**config.mk**
```make
export PLATFORM = sky130hd
export DESIGN_NAME = run_control_frame_gate_guard
export DESIGN_NICKNAME = d
export VERILOG_FILES = /design/src/hdl/rcfgg_pkg.sv /design/src/hdl/rcfgg_regs.sv /design/src/hdl/rcfgg_core.sv /design/src/hdl/run_control_frame_gate_guard.sv
export SDC_FILE = /design/constraint.sdc
export NUM_CORES = 1
export LEC_CHECK = 0
export ABC_AREA = 1
export BUFFER_PORTS_ARGS = -buffer_cell sky130_fd_sc_hd__buf_2
export CAP_MARGIN = 20
export CELL_PAD_IN_SITES_DETAIL_PLACEMENT = 0
export CELL_PAD_IN_SITES_GLOBAL_PLACEMENT = 1
export CORE_MARGIN = 5
export CORE_UTILIZATION = 45
export DETAILED_ROUTE_END_ITERATION = 8
export GPL_TIMING_DRIVEN = 0
export PLACE_DENSITY = 0.88
export SLEW_MARGIN = 10
export SYNTH_ARGS = -nofsm -noshare
export SYNTH_HDL_FRONTEND = slang
export SYNTH_HIERARCHICAL = 1
export SYNTH_SLANG_ARGS = --single-unit
```
**constraint.sdc**
```tcl
create_clock -name clk -period 10.96 [get_ports clk]
set_input_delay 0 -clock clk [delete_from_list [all_inputs] [get_ports clk]]
set_output_delay 0 -clock clk [all_outputs]
set_load 0.02 [all_outputs]
```
**src/hdl/rcfgg_pkg.sv**
```systemverilog
package rcfgg_pkg;

	localparam int CMD_W       = 4;
	localparam int STEP_W      = 12;
	localparam int FRAME_W     = 32;
	localparam int REASON_W    = 2;
	localparam int CFG_IDX_W   = 4;
	localparam int CFG_DATA_W  = 32;

	localparam int HEAP_WIDTH_DEF = 24;
	localparam int TIME_WIDTH_DEF = 20;

	localparam int RUNTIME_LIMIT_RST = 300000;
	localparam int HEAP_FLOOR_RST    = 8192;
	localparam int HEAP_TOL_RST      = 4096;
	localparam int STEP_CAP_RST      = 3600;

	localparam logic [CMD_W-1:0] CMD_TICK      = 4'd0;
	localparam logic [CMD_W-1:0] CMD_BEGIN     = 4'd1;
	localparam logic [CMD_W-1:0] CMD_END       = 4'd2;
	localparam logic [CMD_W-1:0] CMD_UNLIMITED = 4'd3;
	localparam logic [CMD_W-1:0] CMD_PAUSE     = 4'd4;
	localparam logic [CMD_W-1:0] CMD_RESUME    = 4'd5;
	localparam logic [CMD_W-1:0] CMD_STEP      = 4'd6;
	localparam logic [CMD_W-1:0] CMD_KEEPALIVE = 4'd7;
	localparam logic [CMD_W-1:0] CMD_PING      = 4'd8;
	localparam logic [CMD_W-1:0] CMD_FAIL      = 4'd9;

	localparam logic [CFG_IDX_W-1:0] REG_RUNTIME_LIMIT = 4'd0;
	localparam logic [CFG_IDX_W-1:0] REG_HEAP_FLOOR    = 4'd1;
	localparam logic [CFG_IDX_W-1:0] REG_HEAP_TOL      = 4'd2;
	localparam logic [CFG_IDX_W-1:0] REG_STEP_CAP      = 4'd3;

	localparam logic [REASON_W-1:0] REASON_NONE    = 2'd0;
	localparam logic [REASON_W-1:0] REASON_RUNTIME = 2'd1;
	localparam logic [REASON_W-1:0] REASON_HEAP    = 2'd2;

	typedef struct packed {
		logic                ok;
		logic                go_home;
		logic [REASON_W-1:0] stop_reason;
		logic                held;
		logic                is_attached;
		logic                is_paused;
		logic [FRAME_W-1:0]  frame_count;
		logic [STEP_W-1:0]   step_backlog;
	} res_t;

endpackage

```
**src/hdl/rcfgg_regs.sv**
```systemverilog
module rcfgg_regs
	import rcfgg_pkg::*;
#(
	parameter int HEAP_WIDTH = HEAP_WIDTH_DEF,
	parameter int TIME_WIDTH = TIME_WIDTH_DEF
) (
	input  logic                  clk,
	input  logic                  arst_n,
	input  logic                  wr_en,
	input  logic [CFG_IDX_W-1:0]  wr_index,
	input  logic [CFG_DATA_W-1:0] wr_data,
	output logic [TIME_WIDTH-1:0] runtime_limit,
	output logic [HEAP_WIDTH-1:0] heap_floor,
	output logic [HEAP_WIDTH-1:0] heap_tol,
	output logic [STEP_W-1:0]     step_cap
);

	always_ff @(posedge clk or negedge arst_n) begin
		if (!arst_n) begin
			runtime_limit <= TIME_WIDTH'(RUNTIME_LIMIT_RST);
			heap_floor    <= HEAP_WIDTH'(HEAP_FLOOR_RST);
			heap_tol      <= HEAP_WIDTH'(HEAP_TOL_RST);
			step_cap      <= STEP_W'(STEP_CAP_RST);
		end else if (wr_en) begin
			unique case (wr_index)
				REG_RUNTIME_LIMIT: runtime_limit <= wr_data[TIME_WIDTH-1:0];
				REG_HEAP_FLOOR:    heap_floor    <= wr_data[HEAP_WIDTH-1:0];
				REG_HEAP_TOL:      heap_tol      <= wr_data[HEAP_WIDTH-1:0];
				REG_STEP_CAP:      step_cap      <= wr_data[STEP_W-1:0];
				default: ;
			endcase
		end
	end

endmodule

```
**src/hdl/rcfgg_core.sv**
```systemverilog
module rcfgg_core
	import rcfgg_pkg::*;
#(
	parameter int HEAP_WIDTH = HEAP_WIDTH_DEF,
	parameter int TIME_WIDTH = TIME_WIDTH_DEF
) (
	input  logic                  clk,
	input  logic                  arst_n,
	input  logic                  fire,
	input  logic [CMD_W-1:0]      cmd,
	input  logic [STEP_W-1:0]     step_frames,
	input  logic [HEAP_WIDTH-1:0] free_heap_bytes,
	input  logic                  view_active,
	input  logic [TIME_WIDTH-1:0] runtime_limit,
	input  logic [HEAP_WIDTH-1:0] heap_floor,
	input  logic [HEAP_WIDTH-1:0] heap_tol,
	input  logic [STEP_W-1:0]     step_cap,
	output res_t                  res
);

	logic                  attached_q, paused_q, unlimited_q, held_q;
	logic [STEP_W-1:0]     tokens_q;
	logic [FRAME_W-1:0]    frames_q;
	logic [TIME_WIDTH-1:0] elapsed_q;
	logic [HEAP_WIDTH-1:0] start_heap_q;

	logic                  attached_d, paused_d, unlimited_d, held_d;
	logic [STEP_W-1:0]     tokens_d;
	logic [FRAME_W-1:0]    frames_d;
	logic [TIME_WIDTH-1:0] elapsed_d;
	logic [HEAP_WIDTH-1:0] start_heap_d;

	logic                  ok, home;
	logic [REASON_W-1:0]   reason, stop;
	logic [STEP_W-1:0]     room, add;
	logic [HEAP_WIDTH:0]   heap_sum;

	always_comb begin
		heap_sum = {1'b0, free_heap_bytes} + {1'b0, heap_tol};
		priority if (!unlimited_q && elapsed_q >= runtime_limit) begin
			stop = REASON_RUNTIME;
		end else if (free_heap_bytes < heap_floor && heap_sum < {1'b0, start_heap_q}) begin
			stop = REASON_HEAP;
		end else begin
			stop = REASON_NONE;
		end
		room = (tokens_q < step_cap) ? step_cap - tokens_q : '0;
		add  = (step_frames < room) ? step_frames : room;
	end

	always_comb begin
		attached_d   = attached_q;
		paused_d     = paused_q;
		unlimited_d  = unlimited_q;
		held_d       = held_q;
		tokens_d     = tokens_q;
		frames_d     = frames_q;
		elapsed_d    = elapsed_q;
		start_heap_d = start_heap_q;
		ok           = 1'b0;
		home         = 1'b0;
		reason       = REASON_NONE;
		unique case (cmd)
			CMD_TICK: begin
				if (attached_q && !held_q && !(&elapsed_q))
					elapsed_d = elapsed_q + 1'b1;
				ok = 1'b1;
			end
			CMD_BEGIN: begin
				if (!attached_q) begin
					attached_d   = 1'b1;
					elapsed_d    = '0;
					start_heap_d = free_heap_bytes;
					unlimited_d  = 1'b0;
					paused_d     = 1'b0;
					tokens_d     = '0;
					frames_d     = '0;
					held_d       = 1'b0;
					ok           = 1'b1;
				end
			end
			CMD_END: begin
				if (attached_q) begin
					attached_d = 1'b0;
					paused_d   = 1'b0;
					tokens_d   = '0;
					held_d     = 1'b0;
					ok         = 1'b1;
				end
			end
			CMD_UNLIMITED: begin
				if (attached_q) begin
					unlimited_d = 1'b1;
					ok          = 1'b1;
				end
			end
			CMD_PAUSE: begin
				if (attached_q) begin
					paused_d = 1'b1;
					tokens_d = '0;
					ok       = 1'b1;
				end
			end
			CMD_RESUME: begin
				if (attached_q) begin
					paused_d = 1'b0;
					tokens_d = '0;
					held_d   = 1'b0;
					ok       = 1'b1;
				end
			end
			CMD_STEP: begin
				if (attached_q && step_frames != '0 && step_frames <= step_cap) begin
					paused_d = 1'b1;
					tokens_d = tokens_q + add;
					held_d   = 1'b0;
					ok       = 1'b1;
				end
			end
			CMD_KEEPALIVE: begin
				if (attached_q) begin
					reason = stop;
					if (stop != REASON_NONE) begin
						home = 1'b1;
					end else if (!paused_q || tokens_q != '0) begin
						if (paused_q)
							tokens_d = tokens_q - 1'b1;
						frames_d = frames_q + 1'b1;
						held_d   = 1'b0;
						ok       = 1'b1;
					end else begin
						held_d = view_active;
					end
				end
			end
			CMD_PING: begin
				if (!attached_q) begin
					ok = 1'b1;
				end else begin
					reason = stop;
					home   = (stop != REASON_NONE);
					ok     = (stop == REASON_NONE);
				end
			end
			CMD_FAIL: home = 1'b1;
			default: ;
		endcase
	end

	always_ff @(posedge clk or negedge arst_n) begin
		if (!arst_n) begin
			attached_q   <= 1'b0;
			paused_q     <= 1'b0;
			unlimited_q  <= 1'b0;
			held_q       <= 1'b0;
			tokens_q     <= '0;
			frames_q     <= '0;
			elapsed_q    <= '0;
			start_heap_q <= '0;
		end else if (fire) begin
			attached_q   <= attached_d;
			paused_q     <= paused_d;
			unlimited_q  <= unlimited_d;
			held_q       <= held_d;
			tokens_q     <= tokens_d;
			frames_q     <= frames_d;
			elapsed_q    <= elapsed_d;
			start_heap_q <= start_heap_d;
		end
	end

	assign res = '{
		ok:            ok,
		go_home:       home,
		stop_reason:   reason,
		held:          held_d,
		is_attached:   attached_d,
		is_paused:     paused_d,
		frame_count:   frames_d,
		step_backlog:  tokens_d
	};

endmodule

```
**src/hdl/run_control_frame_gate_guard.sv**
```systemverilog
// Run-control supervisor for one foreground task.
// Input channel (in_valid/in_ready): one command word per handshake, with
// step_frames, free_heap_bytes and view_active alongside cmd.
// Output channel (out_valid/out_ready): exactly one result word per command,
// in order, carrying the status after that command.
// Config channel (cfg_valid/cfg_ready): cfg_index selects runtime limit,
// heap floor, heap drop tolerance or step cap; cfg_ready is always high.
// Write config only while no command is in flight.
// Path: a command taken into the input register is evaluated against the
// core state and, once the result register is free or being read, its
// result lands in the result register and is offered on the output.
// Throughput: one command per cycle while out_ready stays high, set by the
// single state update per cycle in the core.
// Stall: while the receiver holds out_ready low the result waits and one
// more command sits in the input register; then in_ready drops.
// Reset: task detached, counters cleared, registers at their defaults,
// both channels empty.
module run_control_frame_gate_guard
	import rcfgg_pkg::*;
#(
	parameter int HEAP_WIDTH = HEAP_WIDTH_DEF,
	parameter int TIME_WIDTH = TIME_WIDTH_DEF
) (
	input  logic                  clk,
	input  logic                  arst_n,
	input  logic                  in_valid,
	output logic                  in_ready,
	input  logic [CMD_W-1:0]      cmd,
	input  logic [STEP_W-1:0]     step_frames,
	input  logic [HEAP_WIDTH-1:0] free_heap_bytes,
	input  logic                  view_active,
	output logic                  out_valid,
	input  logic                  out_ready,
	output logic                  ok,
	output logic                  go_home,
	output logic [REASON_W-1:0]   stop_reason,
	output logic                  held,
	output logic                  is_attached,
	output logic                  is_paused,
	output logic [FRAME_W-1:0]    frame_count,
	output logic [STEP_W-1:0]     step_backlog,
	input  logic                  cfg_valid,
	output logic                  cfg_ready,
	input  logic [CFG_IDX_W-1:0]  cfg_index,
	input  logic [CFG_DATA_W-1:0] cfg_data
);

	logic                  valid_s1;
	logic [CMD_W-1:0]      cmd_s1;
	logic [STEP_W-1:0]     frames_s1;
	logic [HEAP_WIDTH-1:0] heap_s1;
	logic                  view_s1;

	logic                  out_valid_q;
	res_t                  res_q;
	res_t                  res;
	logic                  fire;

	logic [TIME_WIDTH-1:0] runtime_limit;
	logic [HEAP_WIDTH-1:0] heap_floor, heap_tol;
	logic [STEP_W-1:0]     step_cap;

	assign cfg_ready = 1'b1;
	assign fire      = valid_s1 && (!out_valid_q || out_ready);
	assign in_ready  = !valid_s1 || fire;

	rcfgg_regs #(
		.HEAP_WIDTH(HEAP_WIDTH),
		.TIME_WIDTH(TIME_WIDTH)
	) u_regs (
		.clk          (clk),
		.arst_n       (arst_n),
		.wr_en        (cfg_valid && cfg_ready),
		.wr_index     (cfg_index),
		.wr_data      (cfg_data),
		.runtime_limit(runtime_limit),
		.heap_floor   (heap_floor),
		.heap_tol     (heap_tol),
		.step_cap     (step_cap)
	);

	rcfgg_core #(
		.HEAP_WIDTH(HEAP_WIDTH),
		.TIME_WIDTH(TIME_WIDTH)
	) u_core (
		.clk            (clk),
		.arst_n         (arst_n),
		.fire           (fire),
		.cmd            (cmd_s1),
		.step_frames    (frames_s1),
		.free_heap_bytes(heap_s1),
		.view_active    (view_s1),
		.runtime_limit  (runtime_limit),
		.heap_floor     (heap_floor),
		.heap_tol       (heap_tol),
		.step_cap       (step_cap),
		.res            (res)
	);

	always_ff @(posedge clk or negedge arst_n) begin
		if (!arst_n) begin
			valid_s1 <= 1'b0;
		end else if (in_ready) begin
			valid_s1 <= in_valid;
		end
	end

	always_ff @(posedge clk) begin
		if (in_ready && in_valid) begin
			cmd_s1    <= cmd;
			frames_s1 <= step_frames;
			heap_s1   <= free_heap_bytes;
			view_s1   <= view_active;
		end
	end

	always_ff @(posedge clk or negedge arst_n) begin
		if (!arst_n) begin
			out_valid_q <= 1'b0;
		end else if (fire) begin
			out_valid_q <= 1'b1;
		end else if (out_ready) begin
			out_valid_q <= 1'b0;
		end
	end

	always_ff @(posedge clk) begin
		if (fire)
			res_q <= res;
	end

	assign out_valid     = out_valid_q;
	assign ok            = res_q.ok;
	assign go_home       = res_q.go_home;
	assign stop_reason   = res_q.stop_reason;
	assign held          = res_q.held;
	assign is_attached   = res_q.is_attached;
	assign is_paused     = res_q.is_paused;
	assign frame_count   = res_q.frame_count;
	assign step_backlog  = res_q.step_backlog;

	a_home_not_ok: assert property (@(posedge clk) disable iff (!arst_n)
		out_valid_q |-> !(res_q.ok && res_q.go_home))
		else $error("result asks for home and reports ok");

	a_reason_home: assert property (@(posedge clk) disable iff (!arst_n)
		out_valid_q && res_q.stop_reason != REASON_NONE |-> res_q.go_home)
		else $error("stop reason without home request");

	a_held_paused: assert property (@(posedge clk) disable iff (!arst_n)
		out_valid_q && (res_q.held || res_q.step_backlog != '0)
		|-> res_q.is_paused && res_q.is_attached)
		else $error("held or tokens outside attached pause");

	a_stall_only: assert property (@(posedge clk) disable iff (!arst_n)
		!in_ready |-> valid_s1 && out_valid_q && !out_ready)
		else $error("input stalled without a stalled output");

endmodule
```
======== After elaboration in Yosys (flattened, before gate mapping) ========
Index checks and enable logic that the tools add are counted.
operators by class
  add/sub/neg operators ................... 6
  magnitude comparators ................... 6
  equal/unequal tests ..................... 15
  mux-type cells .......................... 50
  bitwise operators ....................... 1
  reductions and logical operators ........ 39
operators by type and width
  kind                                                  number
  2-to-1 mux 32 bit                                     4
  2-to-1 mux 12 bit                                     9
  case mux 32 bit (2 select lines)                      1
  case mux 12 bit (4 select lines)                      1
  2-to-1 mux 20 bit                                     2
  case mux 20 bit (2 select lines)                      1
  adder 32 x 1 -> 32 bit (second input constant)        1
  adder 24 x 24 -> 25 bit                               1
  less-than comparator 25 x 24 -> 1 bit                 1
  less-than comparator 12 bit                           2
  less-than comparator 24 bit                           1
  2-to-1 mux 1 bit                                      24
  nonzero test 12 bit                                   2
  adder 20 x 1 -> 20 bit (second input constant)        1
  >= comparator 20 bit                                  1
  AND reduction 20 bit                                  1
  equality test 4 x 2 -> 1 bit (second input constant)  4
  equality test 4 x 3 -> 1 bit (second input constant)  4
  adder 12 bit                                          1
  <= comparator 12 bit                                  1
  subtractor 12 x 1 -> 12 bit (second input constant)   1
  subtractor 12 bit                                     1
  AND reduction 2 bit                                   5
  equality test 4 x 1 -> 1 bit (second input constant)  2
  20 further kinds                                      45
word-level totals
  register bits ........................... 266
  input port bits ......................... 82
  output and inout bits ................... 54
  logic and storage cells ................. 143

======== Logic depth before layout (Yosys ltp) ========
Gate-level depths: netlist of the first run.
  depth after elaboration ................. 9
  gate-level depth with buffers ........... 40
  mapped depth without buffers ............ 39

======== Modules after synthesis ========
Netlist of the first run, hierarchy kept.
modules (own cells, without submodules)
  module                        times used  cells each  area an instance (sq um)  sequential area each (sq um)
  rcfgg_core                    1           1794        11613.6                   2302.2
  rcfgg_regs                    1           362         3343.2                    2019.4
  run_control_frame_gate_guard  1           106         2869.0                    2812.7

======== Least setup slack after synthesis of the first run ========
Ideal clock, no wire load.
  kind .................................... register to register
  start ................................... register out_valid_q (netlist: out_valid)
  end ..................................... register u_core.elapsed_q[18]
  library setup time ...................... 123 ps
  arrival time ............................ 4846 ps
  required time ........................... 10837 ps
  path slack .............................. 5992 ps
  stages on the path, launching flop included .. 12
  path buffers ............................ 0
  period minus slack after synthesis ...... 4968 ps
  path through ............................ dfrtp_1 -> a21oi_1 -> nand2_1 -> nor3_1 -> nand4_1 -> nand2_4 -> nand2_2 -> nor2_2 -> nand2_1 -> nor2_1 -> nand3b_1 -> o221a_2
between the ends
  cells in the longest elaborated chain, start to end .. 4
RTL lines
  element                               RTL line                             RTL
  from (decl)                           run_control_frame_gate_guard.sv:54   logic out_valid_q;
  from (signal assigned)                run_control_frame_gate_guard.sv:119  out_valid_q <= 1'b0;
  from (signal assigned)                run_control_frame_gate_guard.sv:121  out_valid_q <= 1'b1;
  from (signal assigned)                run_control_frame_gate_guard.sv:123  out_valid_q <= 1'b0;
  zero test 1 bit                       run_control_frame_gate_guard.sv:64   assign fire = valid_s1 && (!out_valid_q || out_ready);
  logical OR 1 bit                      run_control_frame_gate_guard.sv:64
  logical AND 1 bit                     run_control_frame_gate_guard.sv:64
  named net fire                        run_control_frame_gate_guard.sv:57   logic fire;
  AND reduction 4 bit (no source line)  -
  to (signal assigned)                  rcfgg_core.sv:167                    elapsed_q <= elapsed_d;
  to (decl)                             rcfgg_core.sv:24                     logic [TIME_WIDTH-1:0] elapsed_q;
The timed path passes the listed nets, and every way through them passes these cells.
A chain may end at the register's enable or synchronous reset.

==> reports/results.ini, run 1 <==
[grt]
grt_antenna_before_repair=1
grt_remaining_overflow=0
groute.usage.overall_pct=24.3
vias_in_the_first_global_route=15600
grt_max_degree=110
grt_first_pass_wirelength_um=85600

[cells_and_area]
fillers=3702
area_growth_syn_to_layout_pct=18.4
final-seq-area_um2=7130
final_cell_area_um2=21100
drive_gt1_share_pct=14.0
antenna_cells_inserted=0
final_net_count=2732
multi_input_comb_area_um2=9220
finalCoreUtilization_pct=53.5
number_of_standard_cells_in_the_layout_taps_in_and_fillers_out=3057

[timing]
setup_viol=0
worst_slew_pin_tran_ns=0.899
final_number_of_hold_violating_endpoints=0
setup_ws_ns=4.80
finalMaxSlewViolations=0
final.setup.tns_ns=0
grt_setup_unrepaired=false
clock.fmax_ghz=0.162
hold-worst-slack_ns=0.127
period_needed_ns=6.16
period_share_pct=56.2
maxSlewHeadroom_pct=39.3
worst_clock_skew_ns=0.0279

[logic_synthesis]
ys.flop_type=dfrtp_1
postSynthRegisterBits=266
synth.area.top_cells=dfrtp_1 22%, edfxtp_1 15%, nand2_1 14%, ha_1 9.8%, inv_1 5.3%
synth_area_leader_cell=dfrtp_1
synth.yosys.warnings=6
synth_cell_types=66
postSynth.asyncResetShare_pct=65.4
synth_top_cell_area_share_pct=22.5
synth_enable_flop_cells=92
yosysSeqAreaShare_pct=40.0
syn-instance-count=2262
synth.avg_cell_area_um2=7.88
postSynthNetCount=2486
syn-cell-area_um2=17800

[placed_design]
port_buffers=126
placedInstanceArea_um2=19200
gpl.final_weighted_congestion=0.959
placedCellCount=2917
place.detailed.hpwl_um=40600
placement.setup.worst_slack_ns=4.84

[detailed_routing]
drt_pre_antenna_iters=6
dr.first_iter.drc_count=1429
finalWirelength_um=54300
routed-via-count=16300
vias_per_cell=5.34
routed_wire_length_per_instance_um=17.8
detail_route.drc_violations=0
postRouteAntennaNets=0

[critical_path]
path_buf_inv=7
worst-setup-path-type=register to register
critPathLaunchType=register
cp_data_arrival_time_ns=6.43
startpoint=u_core/tokens_q[11]
kind_of_cell_adding_the_most_delay_to_the_critical_path=simple AND/OR/NAND/NOR gates
endpoint_kind=register
timing.critical_path.slowest_cell_delay_ns=0.37
worstSetupPathDepth=36
r2r_end=step_backlog[11]
worst_path_most_repeated_cell=nand2_1
reg2reg_depth=36
timing.critical_path.to=step_backlog[11]
crit_path_top_delay_cell=ha_1
setup.reg_to_reg.worst_slack_ns=4.80
timing.critical_path.fanout_max=10
critPathRequiredTime_ns=11.23
crit-reg2reg-launch=u_core/tokens_q[11]

[status]
run_status=complete, no violations

[hold_path]
worst_hold_path_type=input port to register

[die]
rows=73
num_io_pins=136
floorplan.core_area_um2=39500
initial_utilization_pct=45.2
fp.dieW_um=209
die-height_um=209
design.die.area_um2=43700

[run]
cap_violations=0

[cts]
cts_made_buffers=31
cts_tree=done
post_cts_resized=0
clkLatencyLatePin_ns=0.59
htree_num_levels=1
clockBufferDepth=3
root_buffer=clkbuf_16
clkSinkCount=266
cts.clk_slew.worst_paths_ns=0.06

[power_and_ir_drop]
power_mw=4.31
worst_vdd_ir_mv=0.145
power.leakage_nw=10.3
power.density_nw_per_um2=204

## power breakdown
| part | internal, mW | switching, mW | total [mW] |
|---|---|---|---|
| clock network | 0.610 | 0.426 | 1.04 |
| logic | 0.677 | 1.21 | 1.89 |
| registers | 1.23 | 0.155 | 1.39 |
## synth_stat cells, types with 3 or more instances
master      n
buf_2      42
nor2_2      6
ha_1      139
o21bai_1    6
nor2_1    107
inv_1     253
a21oi_1   102
o211ai_1   13
dfstp_2    14
clkbuf_1   24
nand2_1   680
a21o_1      3
nor3b_1     4
nand3_4     3
buf_6       4
nand4_1   110
dfrtp_1   160
fa_1        3
nand3_1    99
buf_4      11
xor2_1     45
edfxtp_1   92
nor3_1     40
nor3_2      4
nor4_1     12
a211oi_1    4
xnor2_1    14
nand3_2    17
o21ai_2     6
o31ai_1     4
inv_2      11
a31oi_1     7
o21ai_0   114
o21ai_1    29
nor2_4      5
nand2_2    30
nand3b_1    8
## placed cells by master (no fill, tap or decap), drive strengths merged, types with 14 or more instances in the layout
cell         instances
nand2              713
inv                268
buf                192
dfrtp              160
o21ai              151
ha                 139
nand3              119
nor2               118
nand4              110
a21oi              104
edfxtp              92
dlygate4sd3         82
clkbuf              74
xor2                45
nor3                45
xnor2               14
dfstp               14
## layer usage
layer | share of wire (%) | vias up | GRT usage, %
li1 | - | 8027 | -
met4 | 3.6 | 0 | 7.65
met3 | 7.1 | 113 | 3.32
met2 | 44 | 586 | 38.0
met5 | 0 | - | 0
met1 | 45 | 7588 | 35.2
## repair_timing
action | 4_1_cts | 5_1_grt
setup buffers | 0 | 0
endpoints found under the hold margin | 295 | 0
hold buffers | 83 | 0
## layout make-up
| class | count | share of cell area, % |
|---|---|---|
| Multi-Input combinational cell | 1643 | 43.7 |
| Sequential cell | 266 | 33.8 |
| Clock buffer | 49 | 4.63 |
| Clock inverter | 8 | 0.255 |
| Tap cell | 525 | 3.11 |
| Buffer | 86 | 2.23 |
| Inverter | 267 | 4.79 |
| Timing Repair Buffer | 213 | 7.47 |
## state kept, by name, summed over array words and instances (netlist names), 20 cells and up
name,cells
u_regs/heap_floor,24
u_regs/runtime_limit,20
u_core/start_heap_q,24
u_core/frames_q,32
frame_count,32
heap_s1,24
u_regs/heap_tol,24
u_core/elapsed_q,20
## cell families (layout without fill, tap and decap cells)
family          Yosys count  in the layout  share of synthesized area [%]
other cells               1              1                         0.0210
buf+inv                 353            623                           8.30
flops                   266            266                           40.0
compound gates          306            306                           9.72
simple gates           1135           1135                           28.9
fa+ha+maj               142            142                           10.1
xor+xnor                 59             59                           2.90
## how the worst min path moves through the flow
stage	end	from	cells past startpoint
floorplan	out_valid	arst_n	0
global placement	heap_s1[17]	free_heap_bytes[17]	1
detailed placement	u_core/elapsed_q[7]	arst_n	1
CTS	frames_s1[9]	step_frames[9]	2
global route	frames_s1[9]	step_frames[9]	2
finish	frames_s1[9]	step_frames[9]	2
No activity file was read; power rests on OpenSTA's default activity.
==> run 2: changes to the inputs <==
Settings changed: CORE_UTILIZATION 45 to 42, PLACE_DENSITY 0.88 to 0.86.
Clock period 10.96 ns to 5.1 ns, I/O delays scaled along.
==> run 2 against run 1 <==
Effect of this change: global-route usage shrank 1.3 points; critical path type unchanged; sequential power is 110% higher; cell area up 4.5%; utilization decreased by 0.89 points; die area rose by 6.8%; critical endpoint unchanged; largest power group unchanged; via count is 2.2% higher; sequential share of layout area fell by 1.4 points; first-iteration DRC count shrank 4.3%.
==> reports/results.ini, run 2 (synthesized netlist as in run 1, its figures left out) <==
[status]
run_status=complete, no violations

[grt]
grt_first_pass_wirelength_um=86800  ; +1.3%
grt_antenna_before_repair=0  ; -1
groute.usage.overall_pct=23.0  ; -1.3 points
grt_remaining_overflow=0  ; unchanged
vias_in_the_first_global_route=16100  ; +3.0%
grt_max_degree=75  ; -32%

[critical_path]
startpoint=u_core/tokens_q[4]
crit_path_top_delay_cell=dfrtp_1
critPathRequiredTime_ns=5.42  ; -5.81 ns
timing.critical_path.slowest_cell_delay_ns=0.40  ; +0.03 ns
reg2reg_depth=29  ; -19%
worst_path_most_repeated_cell=nand2_1
setup.reg_to_reg.worst_slack_ns=0.005  ; -4.80 ns
crit-reg2reg-launch=u_core/tokens_q[4]
critPathLaunchType=register
cp_data_arrival_time_ns=5.42  ; -1.01 ns
worst-setup-path-type=register to register
endpoint_kind=register
r2r_end=step_backlog[11]
timing.critical_path.fanout_max=8  ; -2

[cts]
cts_tree=done
cts_made_buffers=31  ; unchanged
clkSinkCount=266  ; unchanged
clockBufferDepth=3  ; unchanged
root_buffer=clkbuf_16
clkLatencyLatePin_ns=0.60  ; about the same
cts.clk_slew.worst_paths_ns=0.06  ; about the same
htree_num_levels=1  ; unchanged

[timing]
maxSlewHeadroom_pct=51.1  ; +12 points
grt_setup_unrepaired=true
worst_slew_pin_tran_ns=0.724  ; -0.175 ns
clock.fmax_ghz=0.196  ; +21%
finalMaxSlewViolations=0  ; unchanged
period_share_pct=99.9  ; +44 points
worst_clock_skew_ns=0.0241  ; -0.00377 ns
final.setup.tns_ns=0  ; unchanged
hold-worst-slack_ns=0.109  ; -0.0174 ns
period_needed_ns=5.09  ; -1.06 ns
setup_viol=0  ; unchanged
final_number_of_hold_violating_endpoints=0  ; unchanged

[die]
rows=75  ; +2.7%
fp.dieW_um=216  ; +3.3%
floorplan.core_area_um2=41900  ; +6.3%
die-height_um=216  ; +3.3%
initial_utilization_pct=42.5  ; -2.7 points
design.die.area_um2=46700  ; +6.8%
num_io_pins=136  ; unchanged

[cells_and_area]
antenna_cells_inserted=0  ; unchanged
number_of_standard_cells_in_the_layout_taps_in_and_fillers_out=3119  ; +2.0%
multi_input_comb_area_um2=9690  ; +5.0%
final_cell_mix=672 x nand2_1, 234 x inv_1, 167 x buf_2, 149 x dfrtp_1, 123 x ha_1
final-seq-area_um2=7150  ; +0.19%
fillers=3882  ; +4.9%
final_common_cell=nand2_1
area_growth_syn_to_layout_pct=23.8
drive_gt1_share_pct=19.5  ; +5.5 points
final_net_count=2780  ; +1.8%

[power_and_ir_drop]
worst_vdd_ir_mv=0.285  ; +97%
power.density_nw_per_um2=453  ; +120%
power.leakage_nw=10.6  ; +3.3%

[hold_path]
holdPathStages=2  ; unchanged
timing.hold.worst_endpoint=heap_s1[15]
worst_hold_path_type=input port to register
hold_path.startpoint=free_heap_bytes[15]

[placed_design]
port_buffers=126  ; unchanged
gpl.final_weighted_congestion=1.03  ; +7.0%
place.detailed.hpwl_um=41500  ; +2.0%
placedCellCount=2932  ; +0.51%

[detailed_routing]
vias_per_cell=5.35  ; +0.18%
drt_pre_antenna_iters=6  ; unchanged
finalWirelength_um=55800  ; +2.7%
routed-via-count=16700  ; +2.2%
postRouteAntennaNets=0  ; unchanged
dr.first_iter.drc_count=1367  ; -4.3%
routed_wire_length_per_instance_um=17.9  ; +0.68%
detail_route.drc_violations=0  ; unchanged

[run]
cap_violations=0  ; unchanged

[run 2: cell count changes in the layout (fill, tap and decap cells not counted), moves of 13 or more]
| cell | delta |
|---|---|
| buf_4 | +49 |
| ha_1 | -16 |
| ha_4 | +13 |
| inv_2 | +13 |
| o21ai_0 | -16 |
| a21oi_1 | -16 |
| a21oi_2 | +13 |
| inv_1 | -18 |
[run 2: how the worst max path moves through the flow]
stage | end | slack (ns) | cells after the start
after CTS | step_backlog[11] | 0.02 | 35
after floorplan | u_core/elapsed_q[18] | 0.13 | 11
final | step_backlog[11] | 0.005 | 29
after global routing | u_core/tokens_q[10] | -0.16 | 39
after detailed placement | step_backlog[11] | -1.11 | 36
after global placement | u_core/start_heap_q[23] | -1.86 | 6
[run 2: through the flow]
step | util [%] | area, µm² | worst slack, ns | power [mW]
CTS | 50.9 | 21400 | 0.0190 | 9.47
floorplan | - | 17800 | 0.132 | 5.83
global placement | 45.6 | 19100 | -1.86 | 6.80
detailed placement | 46.0 | 19300 | -1.11 | 6.93
finish | 52.6 | 22100 | 0.00518 | 9.99
global route | 52.6 | 22100 | -0.158 | 10.7
[run 2: cell type report]
type | count | area share [%]
Multi-Input combinational cell | 1643 | 43.9
Sequential cell | 266 | 32.4
Timing Repair Buffer | 262 | 8.97
Inverter | 267 | 4.73
Clock buffer | 47 | 4.11
Tap cell | 539 | 3.06
Buffer | 85 | 2.27
Clock inverter | 10 | 0.562
[run 2: critical path, delay by kind of cell (launching register included)]
family          cells  cell delay, ns
flops               1            0.40
buf+inv             6            0.58
fa+ha+maj           3            0.90
simple gates       13            1.53
compound gates      7            1.42
[run 2: repair_timing]
action                                 CTS  global route
endpoints found under the hold margin  233             0
setup endpoints to repair               64            84
pin swaps                               14            49
hold buffers                            80             0
cloned                                   0             1
gates resized for setup                 51           102
setup buffers                           16            34
[run 2: where the power goes]
group	switching, mW	total, mW	internal, mW
Sequential	0.312	2.96	2.65
Clock	0.916	2.24	1.33
Combinational	2.90	4.78	1.88
Total	4.13	9.99	5.86
[run 2: metal layers]
layer	track usage (%)	vias to the layer above	share of wire (%)
li1	-	8138	-
met1	31.3	7889	44
met2	38.3	547	47
met3	3.04	100	6.1
met4	7.53	0	3.0
met5	0	-	0
